### src/hdl/dltq_pkg.sv
`default_nettype none
package dltq_pkg;
   localparam int ActionW = 2;
   localparam int KindW   = 3;
   localparam logic [ActionW-1:0] ACT_INSERT = 2'd0;
   localparam logic [ActionW-1:0] ACT_REMOVE = 2'd1;
   localparam logic [ActionW-1:0] ACT_TICK   = 2'd2;
   localparam logic [KindW-1:0] KIND_INSERTED = 3'd0;
   localparam logic [KindW-1:0] KIND_FULL     = 3'd1;
   localparam logic [KindW-1:0] KIND_REMOVED  = 3'd2;
   localparam logic [KindW-1:0] KIND_NOTFOUND = 3'd3;
   localparam logic [KindW-1:0] KIND_WOKEN    = 3'd4;
   localparam logic [KindW-1:0] KIND_IDLE     = 3'd5;

   // Controller to datapath commands
   typedef struct packed {
      logic load;      // capture request, reset walk
      logic rd;        // issue memory read of cur
      logic step;      // advance walk (prev<=cur, cur<=next, sub delta)
      logic ins_commit;
      logic rem_commit;
      logic tick_dec;  // decrement head delta (if needed)
      logic wake;      // pop head, emit woken
      logic emit;      // emit summary result
      logic [KindW-1:0] kind;
   } dltq_cmd_type;

   // Datapath status to controller
   typedef struct packed {
      logic cur_ok;      // cur points to a slot
      logic le;          // mem delta <= remaining delay
      logic match;       // mem task == request task
      logic has_free;
      logic head_zero;   // head delta is zero
      logic carry;       // carry_zero flag
      logic full_res;    // results emitted reached limit
      logic out_busy;    // output register holds result
      logic walk_max;    // step count reached limit
      logic [ActionW-1:0] action;
   } dltq_sts_type;
endpackage
`default_nettype wire

### src/hdl/dltq_ctrl.sv
`default_nettype none
module dltq_ctrl (
   input  wire logic clock,
   input  wire logic reset,
   input  wire logic req_fire,
   output logic      req_ready,
   input  wire dltq_pkg::dltq_sts_type sts,
   output dltq_pkg::dltq_cmd_type cmd
);
   import dltq_pkg::*;

   typedef enum logic [7:0] {
      S_IDLE = 8'b00000001,
      S_DISP = 8'b00000010,
      S_RD   = 8'b00000100,
      S_EVAL = 8'b00001000,
      S_TRD  = 8'b00010000,
      S_TDEC = 8'b00100000,
      S_TCHK = 8'b01000000,
      S_DONE = 8'b10000000
   } state_type;

   state_type state_ff, state_in;

   always_ff @(posedge clock) begin
      if (reset) state_ff <= S_IDLE;
      else       state_ff <= state_in;
   end

   assign req_ready = (state_ff == S_IDLE);

   // Sequencer: each memory read is registered before the state that evaluates it
   always_comb begin
      state_in = state_ff;
      cmd = '0;
      cmd.kind = KIND_IDLE;
      case (state_ff)
         S_IDLE: begin
            if (req_fire) begin
               cmd.load = 1'b1;
               state_in = S_DISP;
            end
         end
         S_DISP: begin
            case (sts.action)
               ACT_INSERT: begin
                  if (!sts.has_free) begin
                     if (!sts.out_busy) begin
                        cmd.emit = 1'b1; cmd.kind = KIND_FULL; state_in = S_IDLE;
                     end
                  end else if (sts.cur_ok) begin
                     cmd.rd = 1'b1; state_in = S_EVAL;
                  end else state_in = S_DONE;
               end
               ACT_REMOVE: begin
                  if (sts.cur_ok) begin
                     cmd.rd = 1'b1; state_in = S_EVAL;
                  end else if (!sts.out_busy) begin
                     cmd.emit = 1'b1; cmd.kind = KIND_NOTFOUND; state_in = S_IDLE;
                  end
               end
               ACT_TICK: begin
                  if (!sts.cur_ok) begin
                     if (!sts.out_busy) begin
                        cmd.emit = 1'b1; cmd.kind = KIND_IDLE; state_in = S_IDLE;
                     end
                  end else begin
                     cmd.rd = 1'b1; state_in = S_TDEC;
                  end
               end
               default: begin
                  if (!sts.out_busy) begin
                     cmd.emit = 1'b1; cmd.kind = KIND_IDLE; state_in = S_IDLE;
                  end
               end
            endcase
         end
         S_RD: begin
            if (sts.cur_ok && !sts.walk_max) begin
               cmd.rd = 1'b1; state_in = S_EVAL;
            end else state_in = S_DONE;
         end
         S_EVAL: begin
            if (sts.action == ACT_INSERT) begin
               if (sts.le) begin
                  cmd.step = 1'b1; state_in = S_RD;
               end else state_in = S_DONE;
            end else begin
               if (sts.match) state_in = S_DONE;
               else begin
                  cmd.step = 1'b1; state_in = S_RD;
               end
            end
         end
         S_DONE: begin
            if (!sts.out_busy) begin
               if (sts.action == ACT_INSERT) begin
                  cmd.ins_commit = 1'b1; cmd.emit = 1'b1; cmd.kind = KIND_INSERTED;
               end else if (sts.cur_ok && sts.match) begin
                  cmd.rem_commit = 1'b1; cmd.emit = 1'b1; cmd.kind = KIND_REMOVED;
               end else begin
                  cmd.emit = 1'b1; cmd.kind = KIND_NOTFOUND;
               end
               state_in = S_IDLE;
            end
         end
         S_TDEC: begin
            cmd.tick_dec = 1'b1;
            state_in = S_TCHK;
         end
         S_TRD: begin
            if (sts.cur_ok) begin
               cmd.rd = 1'b1; state_in = S_TCHK;
            end else if (!sts.out_busy) begin
               cmd.emit = 1'b1; cmd.kind = KIND_IDLE; state_in = S_IDLE;
            end
         end
         S_TCHK: begin
            if (!sts.out_busy) begin
               if (sts.head_zero && !sts.full_res) begin
                  cmd.wake = 1'b1; state_in = S_TRD;
               end else begin
                  cmd.emit = 1'b1; cmd.kind = KIND_IDLE; state_in = S_IDLE;
               end
            end
         end
         default: state_in = S_IDLE;
      endcase
   end
endmodule
`default_nettype wire

### src/hdl/dltq_dpath.sv
`default_nettype none
module dltq_dpath #(
   parameter int MaxEntries = 16,
   parameter int MaxResults = 16
) (
   input  wire logic clock,
   input  wire logic reset,
   input  wire dltq_pkg::dltq_cmd_type cmd,
   output dltq_pkg::dltq_sts_type sts,
   input  wire logic [1:0]  req_action,
   input  wire logic [7:0]  req_task,
   input  wire logic [7:0]  req_sem,
   input  wire logic [15:0] req_delay,
   output logic             rsp_valid,
   input  wire logic        rsp_ready,
   output logic [2:0]       rsp_kind,
   output logic [7:0]       rsp_task,
   output logic [7:0]       rsp_sem,
   output logic             rsp_last
);
   import dltq_pkg::*;

   localparam int SW = $clog2(MaxEntries) + 1;  // slot index plus null marker
   localparam int IW = $clog2(MaxEntries);
   localparam int RW = $clog2(MaxResults + 1);
   localparam logic [SW-1:0] NullSlot = SW'(MaxEntries);

   // Entry storage
   logic [7:0]    mem_task  [MaxEntries];
   logic [7:0]    mem_sem   [MaxEntries];
   logic [15:0]   mem_delta [MaxEntries];
   logic [SW-1:0] mem_next  [MaxEntries];

   logic [MaxEntries-1:0] free_ff;
   logic [SW-1:0] head_ff, cur_ff, prev_ff;
   logic carry_ff;
   logic [1:0]  act_ff;
   logic [7:0]  task_ff, sem_ff;
   logic [16:0] d_ff;
   logic [SW-1:0] cnt_ff;
   logic [RW-1:0] nres_ff;
   logic [7:0]  rd_task, rd_sem;
   logic [15:0] rd_delta;
   logic [SW-1:0] rd_next;
   logic [IW-1:0] free_slot;
   logic has_free;
   logic v_ff, last_ff;
   logic [2:0] kind_ff;
   logic [7:0] otask_ff, osem_ff;
   logic [15:0] rem_delta_sum;
   logic [15:0] nx_delta_ff;
   logic [15:0] hd_ff;
   logic [7:0]  pend_task_ff, pend_sem_ff;

   // Lowest free slot
   always_comb begin
      free_slot = '0;
      has_free = 1'b0;
      for (int i = MaxEntries - 1; i >= 0; i--) begin
         if (free_ff[i]) begin
            free_slot = IW'(i);
            has_free = 1'b1;
         end
      end
   end

   wire cur_ok = (cur_ff < NullSlot);
   wire prev_ok = (prev_ff < NullSlot);
   wire [IW-1:0] cur_i = cur_ff[IW-1:0];
   wire [IW-1:0] prev_i = prev_ff[IW-1:0];

   // Registered memory read of the walk pointer
   always_ff @(posedge clock) begin
      if (cmd.rd) begin
         rd_task  <= mem_task[cur_i];
         rd_sem   <= mem_sem[cur_i];
         rd_delta <= mem_delta[cur_i];
         rd_next  <= mem_next[cur_i];
      end
   end

   wire [SW-1:0] nx_clean = (rd_next < NullSlot) ? rd_next : NullSlot;

   // Memory writes
   always_ff @(posedge clock) begin
      if (cmd.ins_commit) begin
         mem_task[free_slot]  <= task_ff;
         mem_sem[free_slot]   <= sem_ff;
         mem_delta[free_slot] <= d_ff[15:0];
         mem_next[free_slot]  <= cur_ok ? cur_ff : NullSlot;
         if (prev_ok) mem_next[prev_i] <= {1'b0, free_slot};
         if (cur_ok) mem_delta[cur_i] <= rd_delta - d_ff[15:0];
      end else if (cmd.rem_commit) begin
         if (nx_clean < NullSlot) mem_delta[nx_clean[IW-1:0]] <= rem_delta_sum;
         if (prev_ok) mem_next[prev_i] <= nx_clean;
      end else if (cmd.tick_dec) begin
         if (!(carry_ff && rd_delta == 16'd0)) mem_delta[cur_i] <= rd_delta - 16'd1;
      end
   end

   // Successor delta, read in the cycle after the entry itself
   always_ff @(posedge clock) begin
      if (nx_clean < NullSlot) nx_delta_ff <= mem_delta[nx_clean[IW-1:0]];
   end
   assign rem_delta_sum = nx_delta_ff + rd_delta;

   // Tick decrement visible to the check stage
   always_ff @(posedge clock) begin
      if (cmd.tick_dec) hd_ff <= (carry_ff && rd_delta == 16'd0) ? 16'd0 : rd_delta - 16'd1;
      else if (cmd.rd) hd_ff <= mem_delta[cur_i];
   end

   // Walk and control registers
   always_ff @(posedge clock) begin
      if (reset) begin
         free_ff  <= '1;
         head_ff  <= NullSlot;
         carry_ff <= 1'b0;
         cur_ff   <= NullSlot;
         prev_ff  <= NullSlot;
      end else begin
         if (cmd.load) begin
            act_ff  <= req_action;
            task_ff <= req_task;
            sem_ff  <= req_sem;
            d_ff    <= (req_delay == 16'd0) ? 17'd1 : {1'b0, req_delay};
            cur_ff  <= head_ff;
            prev_ff <= NullSlot;
            cnt_ff  <= '0;
            nres_ff <= '0;
         end
         if (cmd.step) begin
            if (act_ff == ACT_INSERT) d_ff <= d_ff - {1'b0, rd_delta};
            prev_ff <= cur_ff;
            cur_ff  <= nx_clean;
            cnt_ff  <= cnt_ff + SW'(1);
         end
         if (cmd.ins_commit) begin
            free_ff[free_slot] <= 1'b0;
            if (!prev_ok) head_ff <= {1'b0, free_slot};
         end
         if (cmd.rem_commit) begin
            free_ff[cur_i] <= 1'b1;
            if (!prev_ok) head_ff <= nx_clean;
         end
         if (cmd.tick_dec) carry_ff <= 1'b0;
         if (cmd.wake) begin
            free_ff[cur_i] <= 1'b1;
            head_ff <= nx_clean;
            cur_ff  <= nx_clean;
            nres_ff <= nres_ff + RW'(1);
         end
         if (act_ff == ACT_TICK && cmd.emit && nres_ff == RW'(MaxResults) && cur_ok
             && hd_ff == 16'd0)
            carry_ff <= 1'b1;
         if (cmd.emit && act_ff == ACT_TICK && !cur_ok) carry_ff <= 1'b0;
      end
   end

   // Woken entry held back until it is known whether it closes the run
   always_ff @(posedge clock) begin
      if (cmd.wake) begin
         pend_task_ff <= rd_task;
         pend_sem_ff  <= rd_sem;
      end
   end

   // Output register
   always_ff @(posedge clock) begin
      if (reset) v_ff <= 1'b0;
      else if (cmd.emit || (cmd.wake && nres_ff != '0)) v_ff <= 1'b1;
      else if (rsp_ready) v_ff <= 1'b0;
   end

   always_ff @(posedge clock) begin
      if (cmd.wake && nres_ff != '0) begin
         kind_ff <= KIND_WOKEN; otask_ff <= pend_task_ff; osem_ff <= pend_sem_ff;
         last_ff <= 1'b0;
      end else if (cmd.emit) begin
         last_ff <= 1'b1;
         if (act_ff == ACT_TICK && nres_ff != '0) begin
            // close the run of woken results
            kind_ff <= KIND_WOKEN; otask_ff <= pend_task_ff; osem_ff <= pend_sem_ff;
         end else begin
            kind_ff <= cmd.kind; osem_ff <= 8'd0;
            if (act_ff == ACT_TICK) otask_ff <= cur_ok ? rd_task : 8'd0;
            else if (act_ff == ACT_INSERT || act_ff == ACT_REMOVE) otask_ff <= task_ff;
            else otask_ff <= 8'd0;
         end
      end
   end

   assign rsp_valid = v_ff;
   assign rsp_kind  = kind_ff;
   assign rsp_task  = otask_ff;
   assign rsp_sem   = osem_ff;
   assign rsp_last  = last_ff;

   always_comb begin
      sts = '0;
      sts.cur_ok    = cur_ok;
      sts.le        = ({1'b0, rd_delta} <= d_ff);
      sts.match     = (rd_task == task_ff);
      sts.has_free  = has_free;
      sts.head_zero = (hd_ff == 16'd0);
      sts.carry     = carry_ff;
      sts.full_res  = (nres_ff == RW'(MaxResults));
      sts.out_busy  = v_ff && !rsp_ready;
      sts.walk_max  = (cnt_ff >= SW'(MaxEntries));
      sts.action    = act_ff;
   end
endmodule
`default_nettype wire

### src/hdl/delta_list_timer_queue.sv
// Channel | Port group | Fields (low bit first)
// input   | req_       | tdata: action[1:0] task_id[9:2] sem_id[17:10] delay[33:18]
// output  | rsp_       | tdata: kind[2:0] woken_task[10:3] woken_sem[18:11]; tlast: last
// Insert and remove walk the linked list one entry at a time, each a registered memory
// read, then a compare; a tick reads the head, decrements its delta and wakes entries
// while the head delta is zero. Each woken result leaves one wake step late.
// One request is worked at a time; req_tready is high only while idle.
// Synchronous reset empties the list at once; no clearing pass.
// A stalled rsp_ holds the sequencer at each step that emits or wakes until the result is taken.
`default_nettype none
module delta_list_timer_queue #(
   parameter int MAX_ENTRIES = 16
) (
   input  wire logic        clock,
   input  wire logic        reset,
   input  wire logic        req_tvalid,
   output logic             req_tready,
   input  wire logic [39:0] req_tdata,  // action, task_id, sem_id, delay
   output logic             rsp_tvalid,
   input  wire logic        rsp_tready,
   output logic [23:0]      rsp_tdata,  // kind, woken_task, woken_sem
   output logic             rsp_tlast   // last
);
   import dltq_pkg::*;

   dltq_cmd_type cmd;
   dltq_sts_type sts;
   logic [2:0] kind;
   logic [7:0] otask, osem;

   dltq_ctrl u_ctrl (
      .clock(clock), .reset(reset),
      .req_fire(req_tvalid && req_tready),
      .req_ready(req_tready),
      .sts(sts), .cmd(cmd)
   );

   dltq_dpath #(.MaxEntries(MAX_ENTRIES), .MaxResults(16)) u_dpath (
      .clock(clock), .reset(reset), .cmd(cmd), .sts(sts),
      .req_action(req_tdata[1:0]), .req_task(req_tdata[9:2]),
      .req_sem(req_tdata[17:10]), .req_delay(req_tdata[33:18]),
      .rsp_valid(rsp_tvalid), .rsp_ready(rsp_tready),
      .rsp_kind(kind), .rsp_task(otask), .rsp_sem(osem), .rsp_last(rsp_tlast)
   );

   assign rsp_tdata = {5'd0, osem, otask, kind};
endmodule
`default_nettype wire

### config.mk
export PLATFORM = sky130hd
export DESIGN_NAME = delta_list_timer_queue
export DESIGN_NICKNAME = d
export VERILOG_FILES = /design/src/hdl/dltq_pkg.sv /design/src/hdl/dltq_ctrl.sv /design/src/hdl/dltq_dpath.sv /design/src/hdl/delta_list_timer_queue.sv
export SDC_FILE = /design/constraint.sdc
export NUM_CORES = 1
export LEC_CHECK = 0
export BUFFER_PORTS_ARGS = -buffer_cell sky130_fd_sc_hd__buf_2
export CAP_MARGIN = 0
export CELL_PAD_IN_SITES_DETAIL_PLACEMENT = 0
export CELL_PAD_IN_SITES_GLOBAL_PLACEMENT = 1
export CORE_UTILIZATION = 27
export DETAILED_ROUTE_END_ITERATION = 16
export GPL_ROUTABILITY_DRIVEN = 0
export PLACE_DENSITY = 0.58
export SLEW_MARGIN = 10
export SYNTH_ARGS = -nofsm -noshare
export SYNTH_HDL_FRONTEND = slang
export SYNTH_HIERARCHICAL = 1
export SYNTH_SLANG_ARGS = --single-unit
### constraint.sdc
create_clock -name clock -period 5.1 [get_ports clock]
set_input_delay 0 -clock clock [delete_from_list [all_inputs] [get_ports clock]]
set_output_delay 0 -clock clock [all_outputs]
set_load 0.01 [all_outputs]
Word-level counts from Yosys, hierarchy flattened
Memory sizes are Yosys's and may differ from the RTL's. A register that Yosys moved wholly into a read port is not among the register bits.
Cells that the tools add are included.
{ "totals": {"out_inout_bits": 27, "in_bits": 44, "ramBits": 592, "memories": 4, "ff_bits": 154, "word_cells": 252} }
{ "classes": {"eq_ne": 14, "order_cmp": 10, "bitwise": 7, "n_addsub": 6, "mux": 150, "reduce_logical": 40} }
{ "memory_table": {"columns": ["memory", "depth", "word_bits", "rd", "rd_clocked_by_memory_dff", "write_ports", "line_no", "source"], "rows": [
  ["u_dpath.mem_delta", 16, 16, 2, 2, 2, "dltq_dpath.sv:31", "logic [15:0] mem_delta [MaxEntries];"],
  ["u_dpath.mem_sem", 16, 8, 1, 1, 1, "dltq_dpath.sv:30", "logic [7:0] mem_sem [MaxEntries];"],
  ["u_dpath.mem_task", 16, 8, 1, 1, 1, "dltq_dpath.sv:29", "logic [7:0] mem_task [MaxEntries];"],
  ["u_dpath.mem_next", 16, 5, 1, 1, 2, "dltq_dpath.sv:32", "logic [SW-1:0] mem_next [MaxEntries];"]
]} }
{ "ops": {"columns": ["operator", "n"], "rows": [
  ["two-way mux 16 bit", 11],
  ["two-way mux 8 bit", 21],
  ["two-way mux 4 bit", 27],
  ["two-way mux 5 bit", 18],
  ["one-hot mux 8 bit (8 select lines)", 1],
  ["two-way mux 1 bit", 58],
  ["two-way mux 17 bit", 3],
  ["zero test 16 bit", 3],
  ["bitwise OR 16 bit", 2],
  ["one-hot mux 8 bit (3 select lines)", 1],
  ["< comparator 5 bit (second input constant)", 4],
  ["<= comparator 16 x 17 -> 1 bit", 1],
  ["subtractor 17 x 16 -> 17 bit", 1],
  ["adder 16 bit", 1],
  ["AND 16 bit", 1],
  ["NOT 16 bit", 1],
  ["one-hot mux 4 bit (4 select lines)", 1],
  ["OR reduction 16 bit", 1],
  ["subtractor 16 x 1 -> 16 bit (second input constant)", 1],
  ["subtractor 16 bit", 1],
  ["logical AND 1 bit", 15],
  ["one-hot mux 4 bit (3 select lines)", 1],
  ["nonzero test 2 bit", 6],
  ["adder 5 x 1 -> 5 bit (second input constant)", 2],
  ["other kinds (31)", 45]
]} }

Logic depth before layout (Yosys ltp)
Gate-level depths: netlist (run 1).
{ "depth": {"word_depth": 29, "ltp_mapped": 19, "depth_no_buf": 17} }

By module
Netlist (run 1), hierarchy kept.
{ "modules_own_cells": {"columns": ["module", "instances", "cells_per_inst", "area_per_inst_um2"], "rows": [
  ["dltq_dpath", 1, 2939, 39446.6],
  ["dltq_ctrl", 1, 123, 920.9],
  ["delta_list_timer_queue", 1, 7, 47.5]
]} }

Worst setup path after synthesis (run 1)
No wires, ideal clock.
{ "synth_path": {"kind": "reg-to-reg", "start": "register u_ctrl.state_ff[4]", "end": "register u_dpath.hd_ff[0], enable pin", "period_less_slack_ns": 4.401, "setup_slack_ns": 0.699, "stages_incl_launch_ff": 8, "arrival_ns": 4.064, "path_cell_list": "dfxtp_1 -> buf_6 -> or4_4 -> buf_6 -> nor3_1 -> nand3b_1 -> a31oi_1 -> or2_2"} }
{ "synth_rtl": {"columns": ["item", "line_no", "source"], "rows": [
  ["from (decl)", "dltq_ctrl.sv:23", "state_type state_ff, state_in;"],
  ["from (signal assigned)", "dltq_ctrl.sv:27", "else state_ff <= state_in;"],
  ["to (signal assigned)", "dltq_dpath.sv:109", "if (cmd.tick_dec) hd_ff <= (carry_ff && rd_delta == 16'd0) ? 16'd0 : rd_delta - 16'd1;"],
  ["to (signal assigned)", "dltq_dpath.sv:110", "else if (cmd.rd) hd_ff <= mem_delta[cur_i];"],
  ["to (decl)", "dltq_dpath.sv:52", "logic [15:0] hd_ff;"]
]} }

==> results.md, run 1 <==
- The run finished with clean final reports.
- Setup repair after global routing left no endpoint under its margin.
- In the global route stage, met2 resource usage came out at 0.268.
- The kind of launch point of the worst setup path is a flop.
- Entering global routing, the biggest net connects 74 pins.
- The worst hold-check slack is 49.6 ps.
- For this design the static power due to leakage is 0.0158 µW.
- Setup violations remaining at the end of the flow were counted as 0.
- The mean cell area of the mapped netlist is 13.2 µm².
- The floorplan step defined a core boundary enclosing 148,000 µm².
- For this block, the routed nets add up to 127 mm of wire.
- CTS placed an instance of sky130_fd_sc_hd__clkbuf_16 at the clock tree root.
- The ratio of final minimum period to clock period is 0.911.
- The Yosys step of the flow raised 6 warnings.
- The startpoint of the lowest-slack hold path is req_tdata[13].
- Walking the worst path, the cells encountered are xnor2_1 -> nand4_1 -> nor2_1 -> nand2_1 -> nor4_1 -> nand2b_1 -> nor2_1 -> buf_4 -> o31ai_1 -> a21oi_1 -> nand3b_1 -> a21oi_2 -> buf_4 -> a21oi_1.
- The number of cells upsized or downsized after cts is 0.
- Of the cells placed in the final design, the portion with a size suffix greater than 1 is 0.207.
- Across the VDD grid, the largest voltage drop is 253 µV.
- The final layout contains 3,286 nets.
- From left edge to right edge, the die measures 389 µm.
- The maximum buffer depth of the clock tree is 3.
- The vias per cell is 5.18.
- The number of logic stages on the critical path including buffering is 14.
- The post-layout minimum cycle time is 4640 ps.
- The cell area after placement is 43,400 µm².
- Across the routed clock network, the largest skew measured is 56.5 ps.
- After the first detailed-routing iteration, the DRC count stood at 2,334.
- The class of the most critical setup path is reg2reg.
- The area growth from synthesis to layout is 15.6%.
- Adding up every negative setup slack in the final design gives 0 ps.
- The detailed placer's ending HPWL is 83.0 mm.
- TritonCTS built the clock tree.
- The largest single stage delay on the critical path is 750 ps.
- In the global route stage, met1 resource usage came out at 0.229.
- The most crowded layer after global routing is met2.
- Input and output buffers added on the ports amount to 59.
- The die is 389 µm tall.
- The reported net switching power is 5560 µW.
- The critical path starts at u_dpath/task_ff[3].
- The initial utilization of the core area, before any placement, comes to 0.273.
- The clock drives 787 sinks.
- At the pin with the least slew margin, the transition time is 1090 ps.
- The pre-antenna-repair detailed-routing pass consisted of 6 iterations.
- Of the total power, registers draw 0.437.
- The number of hold buffers added after CTS was 50.
- The total grt overflow is 0.
- Data arrives at the worst endpoint at 5060 ps.
- For this run, the share of the core covered by cells in the final layout is 0.315.
- After routing the design area is 46,700 µm².
- The H-tree generated during clock tree synthesis spans 3 levels.
- The count of final max-slew check failures was 0.
- The max-cap violation count is 0.
- The number of clock buffers inserted by TritonCTS is 86.
- In the global route stage, overall resource usage came out at 0.165.
- The timing-limited maximum frequency is 0.215 GHz.
- The buffer count from post-CTS setup fixing is 0.
- The die covers 151,000 µm².
- For the worst setup path, the data required time is 5520 ps.
- Of all nets on the critical path, the largest fanout is 18.
- The part of the total power dissipated in combinational logic is 0.222.
- The internal power summed over all cells is 12,600 µW.
- The library cell contributing the largest single delay on the critical path is sky130_fd_sc_hd__nor4_1.
- For this run, global-route usage on met3 was measured as 0.0202.
- The final count of hold timing violations is 0.
- The clock power share is 0.341.
- The post-detailed-route count of antenna-violating nets is 0.
- Measured against its own limit, the worst slew margin works out to 0.275.
- The worst path buffer plus inverter count is 2.
- The number of antenna violations at the first check in global routing is 1.
- Of the total power, the share spent switching nets is 0.306.
- The routed layout has 26,900 vias.
- The post-placement cell count is 4,974.
- The fill cell instance count of the final layout is 14,700.
- 71 I/O pins were placed.
- The number of global-route vias before repair is 26,800.
- The number of cells traversed by the worst hold path is 2.
- The number of cells produced by synthesis is 3,068.
- The clock network latency to the later pin of the worst-skew pair is 700 ps.
- The path class of the tightest hold or removal check is in2reg.
- Dividing total power by cell area gives a power density of 389 nW/µm².
- STA classifies the critical path endpoint as a flop.
- The DRC violation count after routing is 0.
- The worst flop-to-flop path startpoint is u_dpath/task_ff[3].
- Dividing the detail-routed wire length by the instance count gives 24.5 µm.
- The number of standard cells in the final layout excluding fillers is 5,183.
- After clock tree synthesis, the clock-pin slew on the worst setup and hold paths is 60 ps.
- The cell area after synthesis is 40,400 µm².
- The depth of the worst register-to-register path is 14.
- The top cell family by delay on the critical path is simple AND/OR/NAND/NOR gates.
- The count of standard-cell rows is 141.
- The first global-routing pass estimated 186 mm of wire.
==> state kept, by name, indices dropped and copies added (netlist names), 16 cells and up, named ones only <==
signal / flops
u_dpath/mem_next: 80
u_dpath/mem_task: 128
u_dpath/mem_delta: 256
u_dpath/nx_delta_ff: 16
u_dpath/d_ff: 17
u_dpath/mem_sem: 128
u_dpath/hd_ff: 16
u_dpath/free_ff: 16
u_dpath/rd_delta: 16
==> layer usage <==
layer | wire (µm) | share of wire | up-vias
met5 | 0 | 0 | -
met4 | 3240 | 0.026 | 0
met3 | 7490 | 0.059 | 176
met2 | 59400 | 0.47 | 835
met1 | 56700 | 0.45 | 13700
li1 | - | - | 12100
==> power by group through the flow <==
stage / Clock (µW) / Combinational (µW) / Sequential [µW]
finish: 6210 / 4030 / 7950
detailed placement: 0 / 3970 / 8080
global route: 6570 / 4360 / 7980
CTS: 6370 / 4010 / 7950
floorplan: 0 / 2840 / 7820
global placement: 0 / 3940 / 8080
==> area by class of cell <==
type	count	area, µm²	share of cell area
Sequential cell	787	23200	0.496
Multi-Input combinational cell	1956	16000	0.343
Tap cell	1930	2410	0.0517
Clock buffer	111	2320	0.0496
Timing Repair Buffer	255	1980	0.0424
Clock inverter	46	457	0.00977
Inverter	96	360	0.00771
Antenna cell	2	5.00	0.000107
==> worst paths after layout <==
path	end	slack, ps
max	u_dpath/mem_delta[0][15]	460
min	u_dpath/sem_ff[3]	50
max reg2reg	u_dpath/mem_delta[0][15]	460
min reg2reg	u_dpath/pend_sem_ff[7]	420
==> placed cells by master (no fill, tap or decap), drive strengths merged, types with 50 or more instances in the layout <==
cell type / n
edfxtp: 738
dlygate4sd3: 50
nor2: 263
mux2: 64
clkbuf: 111
o21ai: 159
nand2: 174
mux4: 185
ha: 57
mux2i: 206
buf: 205
a21oi: 252
inv: 97
nor3: 58
==> stage by stage <==
stage          setup slack [ps]  total power, µW
5_1_grt                     134            18900
3_3_place_gp                547            12000
2_1_floorplan               699            10700
6_report                    455            18200
4_1_cts                     459            18300
3_5_place_dp                503            12000
==> worst register-to-register path, delay by kind of cell, from the launching register on <==
family	cells	cell delay, ps
and+or+nand+nor	7	2010
AOI/OAI and AO/OA	4	780
DFF	1	700
buffers and inverters	2	690
xor gates and xnor gates	1	190
Note: power is estimated with default switching activity, not from simulation.
==> run 2, diff against run 1 <==
- CELL_PAD_IN_SITES_DETAIL_PLACEMENT: 0 -> 1
- TNS_END_PERCENT: not set -> 20
==> results.md, run 2 (synthesis gave the netlist of run 1 again) <==
- The run finished with clean final reports.
- The via count is 27,200 (+1.3%).
- The average routed wire per standard cell is 25.5 µm (+4.3%).
- The slew at the pin with the worst max-slew slack came to 1070 ps (-17.3 ps).
- The peak fanout along the critical path is 18 (unchanged).
- u_dpath/mem_delta holds more flip-flops than any other register.
- The clock power share is 0.340 (about the same).
- The overall die height is 389 µm (unchanged).
- The leading cell type in the layout, fill and taps excluded is sky130_fd_sc_hd__edfxtp_1.
- The area enclosed by the die boundary was 151,000 µm² (unchanged).
- The reported net switching power came to 5560 µW (+0.13%).
- The number of cells upsized or downsized after cts is 0 (unchanged).
- The setup-violating endpoint count in the final report is 0 (unchanged).
- The setup TNS is 0 ps (unchanged).
- On the critical path, the stage with the largest delay is an instance of sky130_fd_sc_hd__nor4_1.
- The switching share of power came to 0.305 (-0.000314).
- The total global-route track usage is 0.171 (+0.00613).
- The depth of the worst register-to-register path is 14 (unchanged).
- The type of destination of the critical path is a flop.
- The max-cap violation count is 0 (unchanged).
- The total number of clock tree sinks was 787 (unchanged).
- The largest registers in the layout are u_dpath/mem_delta: 256 flops, u_dpath/mem_sem: 128 flops, u_dpath/mem_task: 128 flops.
- The count of final max-slew check failures is 0 (unchanged).
- The detailed placer's ending HPWL is 87.2 mm (+5.0%).
- The total number of H-tree levels is 3 (unchanged).
- The number of top-level design ports is 71 (unchanged).
- The sequential cell area is 23,200 µm² (unchanged).
- The data required time at the worst endpoint is 5530 ps (about the same).
- Traced cell by cell, the critical path runs through xnor2_1 -> nand4_1 -> nor2_1 -> nand2_1 -> nor4_1 -> nand2b_1 -> nor2_1 -> buf_4 -> o31ai_1 -> a21oi_1 -> nand3b_1 -> a21oi_2 -> buf_4 -> a21oi_1.
- The worst-case headroom to the max-slew limit is 0.287 (+0.0115).
- The top cell types in the final layout, fill and taps aside, are sky130_fd_sc_hd__edfxtp_1, sky130_fd_sc_hd__nor2_1, sky130_fd_sc_hd__a21oi_1.
- The number of global-route vias before repair came to 28,500 (+6.0%).
- The worst-case setup margin in the final layout is 399 ps (-56.6 ps).
- The sequential group share of total power is 0.436 (about the same).
- The timing-limited maximum frequency was 0.213 GHz (-1.2%).
- The number of port buffers came to 59 (unchanged).
- The maximum buffer depth of the clock tree came to 3 (unchanged).
- In this run the critical register-to-register path is captured at u_dpath/mem_delta[1][15].
- The critical path is of the reg2reg type.
- The number of cells traversed by the worst hold path is 2 (unchanged).
- The global-route wire length before repair is 193 mm (+3.9%).
- The highest ir drop seen on vdd is 261 µV (+3.5%).
- The post-detailed-route count of antenna-violating nets is 0 (unchanged).
- The floorplan core area is 148,000 µm² (unchanged).
- The kind of launch point of the worst setup path is a flop.
- The worst hold path terminates at u_dpath/sem_ff[4].
- The part of the total power dissipated in combinational logic is 0.224 (+0.002).
- The number of flip-flops in the largest register was 256 (unchanged).
- The ratio of final minimum period to clock period was 0.922 (+0.0111).
- The total wirelength of the detailed-routed design is 132 mm (+4.0%).
- The post-layout minimum cycle time is 4700 ps (+56.6 ps).
- The design area was 46,600 µm² (-0.31%).
- The number of antenna violations at the first check in global routing is 1 (unchanged).
- The worst-case clock skew is 44.6 ps (-11.8 ps).
- The origin of the worst setup path is u_dpath/task_ff[6].
- In this run the most critical hold path is launched from req_tdata[14].
- The total grt overflow came to 0 (unchanged).
- The delay of the slowest cell on the worst path came to 670 ps (-80 ps).
- The signal arrival time at the worst endpoint came to 5130 ps (+70 ps).
- The floorplan die width is 389 µm (unchanged).
- The post-layout total power is 18,200 µW (+0.24%).
- The vias per cell is 5.26 (+1.6%).
- The worst slack at placement came to 470 ps (-32.6 ps).
- The buffer type at the clock tree root is sky130_fd_sc_hd__clkbuf_16.
- The starting density of the core came to 0.273 (unchanged).
- The power per unit of standard cell area is 391 nW/µm² (+0.55%).
- Setup repair after global routing left no endpoint under its margin.
- The type of the tightest min-delay check is in2reg.
- The post-placement cell count was 4,974 (unchanged).
- The DRC violation count after routing is 0 (unchanged).
- The pin count of the biggest net entering global routing came to 74 (unchanged).
- The number of standard cells in the final layout excluding fillers is 5,168 (-0.29%).
- The cell area after placement is 43,400 µm² (unchanged).
- The clock transition at the registers of the reported paths is 60 ps (about the same).
- The net count of the finished layout is 3,276 (-0.30%).
- The internal power summed over all cells is 12,700 µW (+0.28%).
- The ratio of cells with drive above 1 in the final layout is 0.204 (-0.00312).
- The register-to-register path setup slack is 400 ps (-60 ps).
- The static power due to leakage is 0.0158 µW (-0.44%).
- The number of DRC markers in iteration 0 is 2,030 (-13%).
- The detailed-router iteration count before antenna repair is 5 (-1).
- The count of standard-cell rows came to 141 (unchanged).
- The number of clock buffers inserted by TritonCTS is 85 (-1.2%).
- The clock network latency to the later pin of the worst-skew pair is 700 ps (about the same).
- The area growth from synthesis to final layout is 15.3%.
- In this run the critical register-to-register path is launched from u_dpath/task_ff[6].
- TritonCTS built the clock tree.
- The fill cell instance count of the final layout was 15,800 (+7.4%).
- The final count of hold timing violations came to 0 (unchanged).
- The area of the multi-input gates was 16,000 µm² (unchanged).
==> run 2: cell count changes in the layout (fill, tap and decap cells not counted), sizes merged <==
cell,before,now
dlygate4sd3,50,41
clkinv,36,32
bufinv,5,8
clkbuf,111,108
clkinvlp,4,2
diode,2,1
inv,97,98
==> run 2: cell type report <==
cell class | instances | share of cell area
Antenna cell | 1 | 0.0000537
Clock buffer | 108 | 0.0482
Clock inverter | 44 | 0.0102
Inverter | 96 | 0.00774
Multi-Input combinational cell | 1956 | 0.344
Sequential cell | 787 | 0.497
Tap cell | 1930 | 0.0518
Timing Repair Buffer | 246 | 0.0406
==> run 2: layer usage <==
metal,GRT usage,vias to the layer above,part of all wire
li1,-,12100,-
met1,0.233,14200,0.44
met2,0.285,801,0.48
met3,0.0217,183,0.053
met4,0.0507,0,0.025
met5,0,-,0
==> run 2: what timing repair did <==
action	CTS	global route
buffers inserted	0	0
endpoints found under the hold margin	61	0
hold buffers	41	0
==> run 2: stage by stage <==
stage          hold WS (ps)  utilization
3_5_place_dp            179        0.293
4_1_cts                3.07        0.314
2_1_floorplan          69.4            -
3_3_place_gp            178        0.293
5_1_grt                29.1        0.314
6_report               41.9        0.314
==> run 2: worst max-delay path by stage <==
stage / end / slack (ps) / cells after the start
global placement: u_dpath/mem_delta[2][15] / 550 / 14
global route: u_dpath/mem_delta[0][15] / 130 / 14
finish: u_dpath/mem_delta[1][15] / 400 / 14
floorplan: u_dpath/hd_ff[0] / 700 / 7
CTS: u_dpath/mem_delta[0][15] / 470 / 14
detailed placement: u_dpath/mem_delta[0][15] / 470 / 14
==> run 2: worst max-delay path, delay by kind of cell (launching register included) <==
family,cells,cell delay (ps)
AO/OA/AOI/OAI,4,860
XOR/XNOR,1,270
flip-flops,1,630
buffers and inverters,2,710
AND/OR/NAND/NOR,7,1950
==> run 2: power groups by stage <==
stage          clock network [µW]  logic, µW  registers [µW]
2_1_floorplan                   0       2840            7820
3_3_place_gp                    0       3940            8080
3_5_place_dp                    0       4020            8080
4_1_cts                      6350       4060            7950
5_1_grt                      6540       4400            7980
6_report                     6200       4080            7950
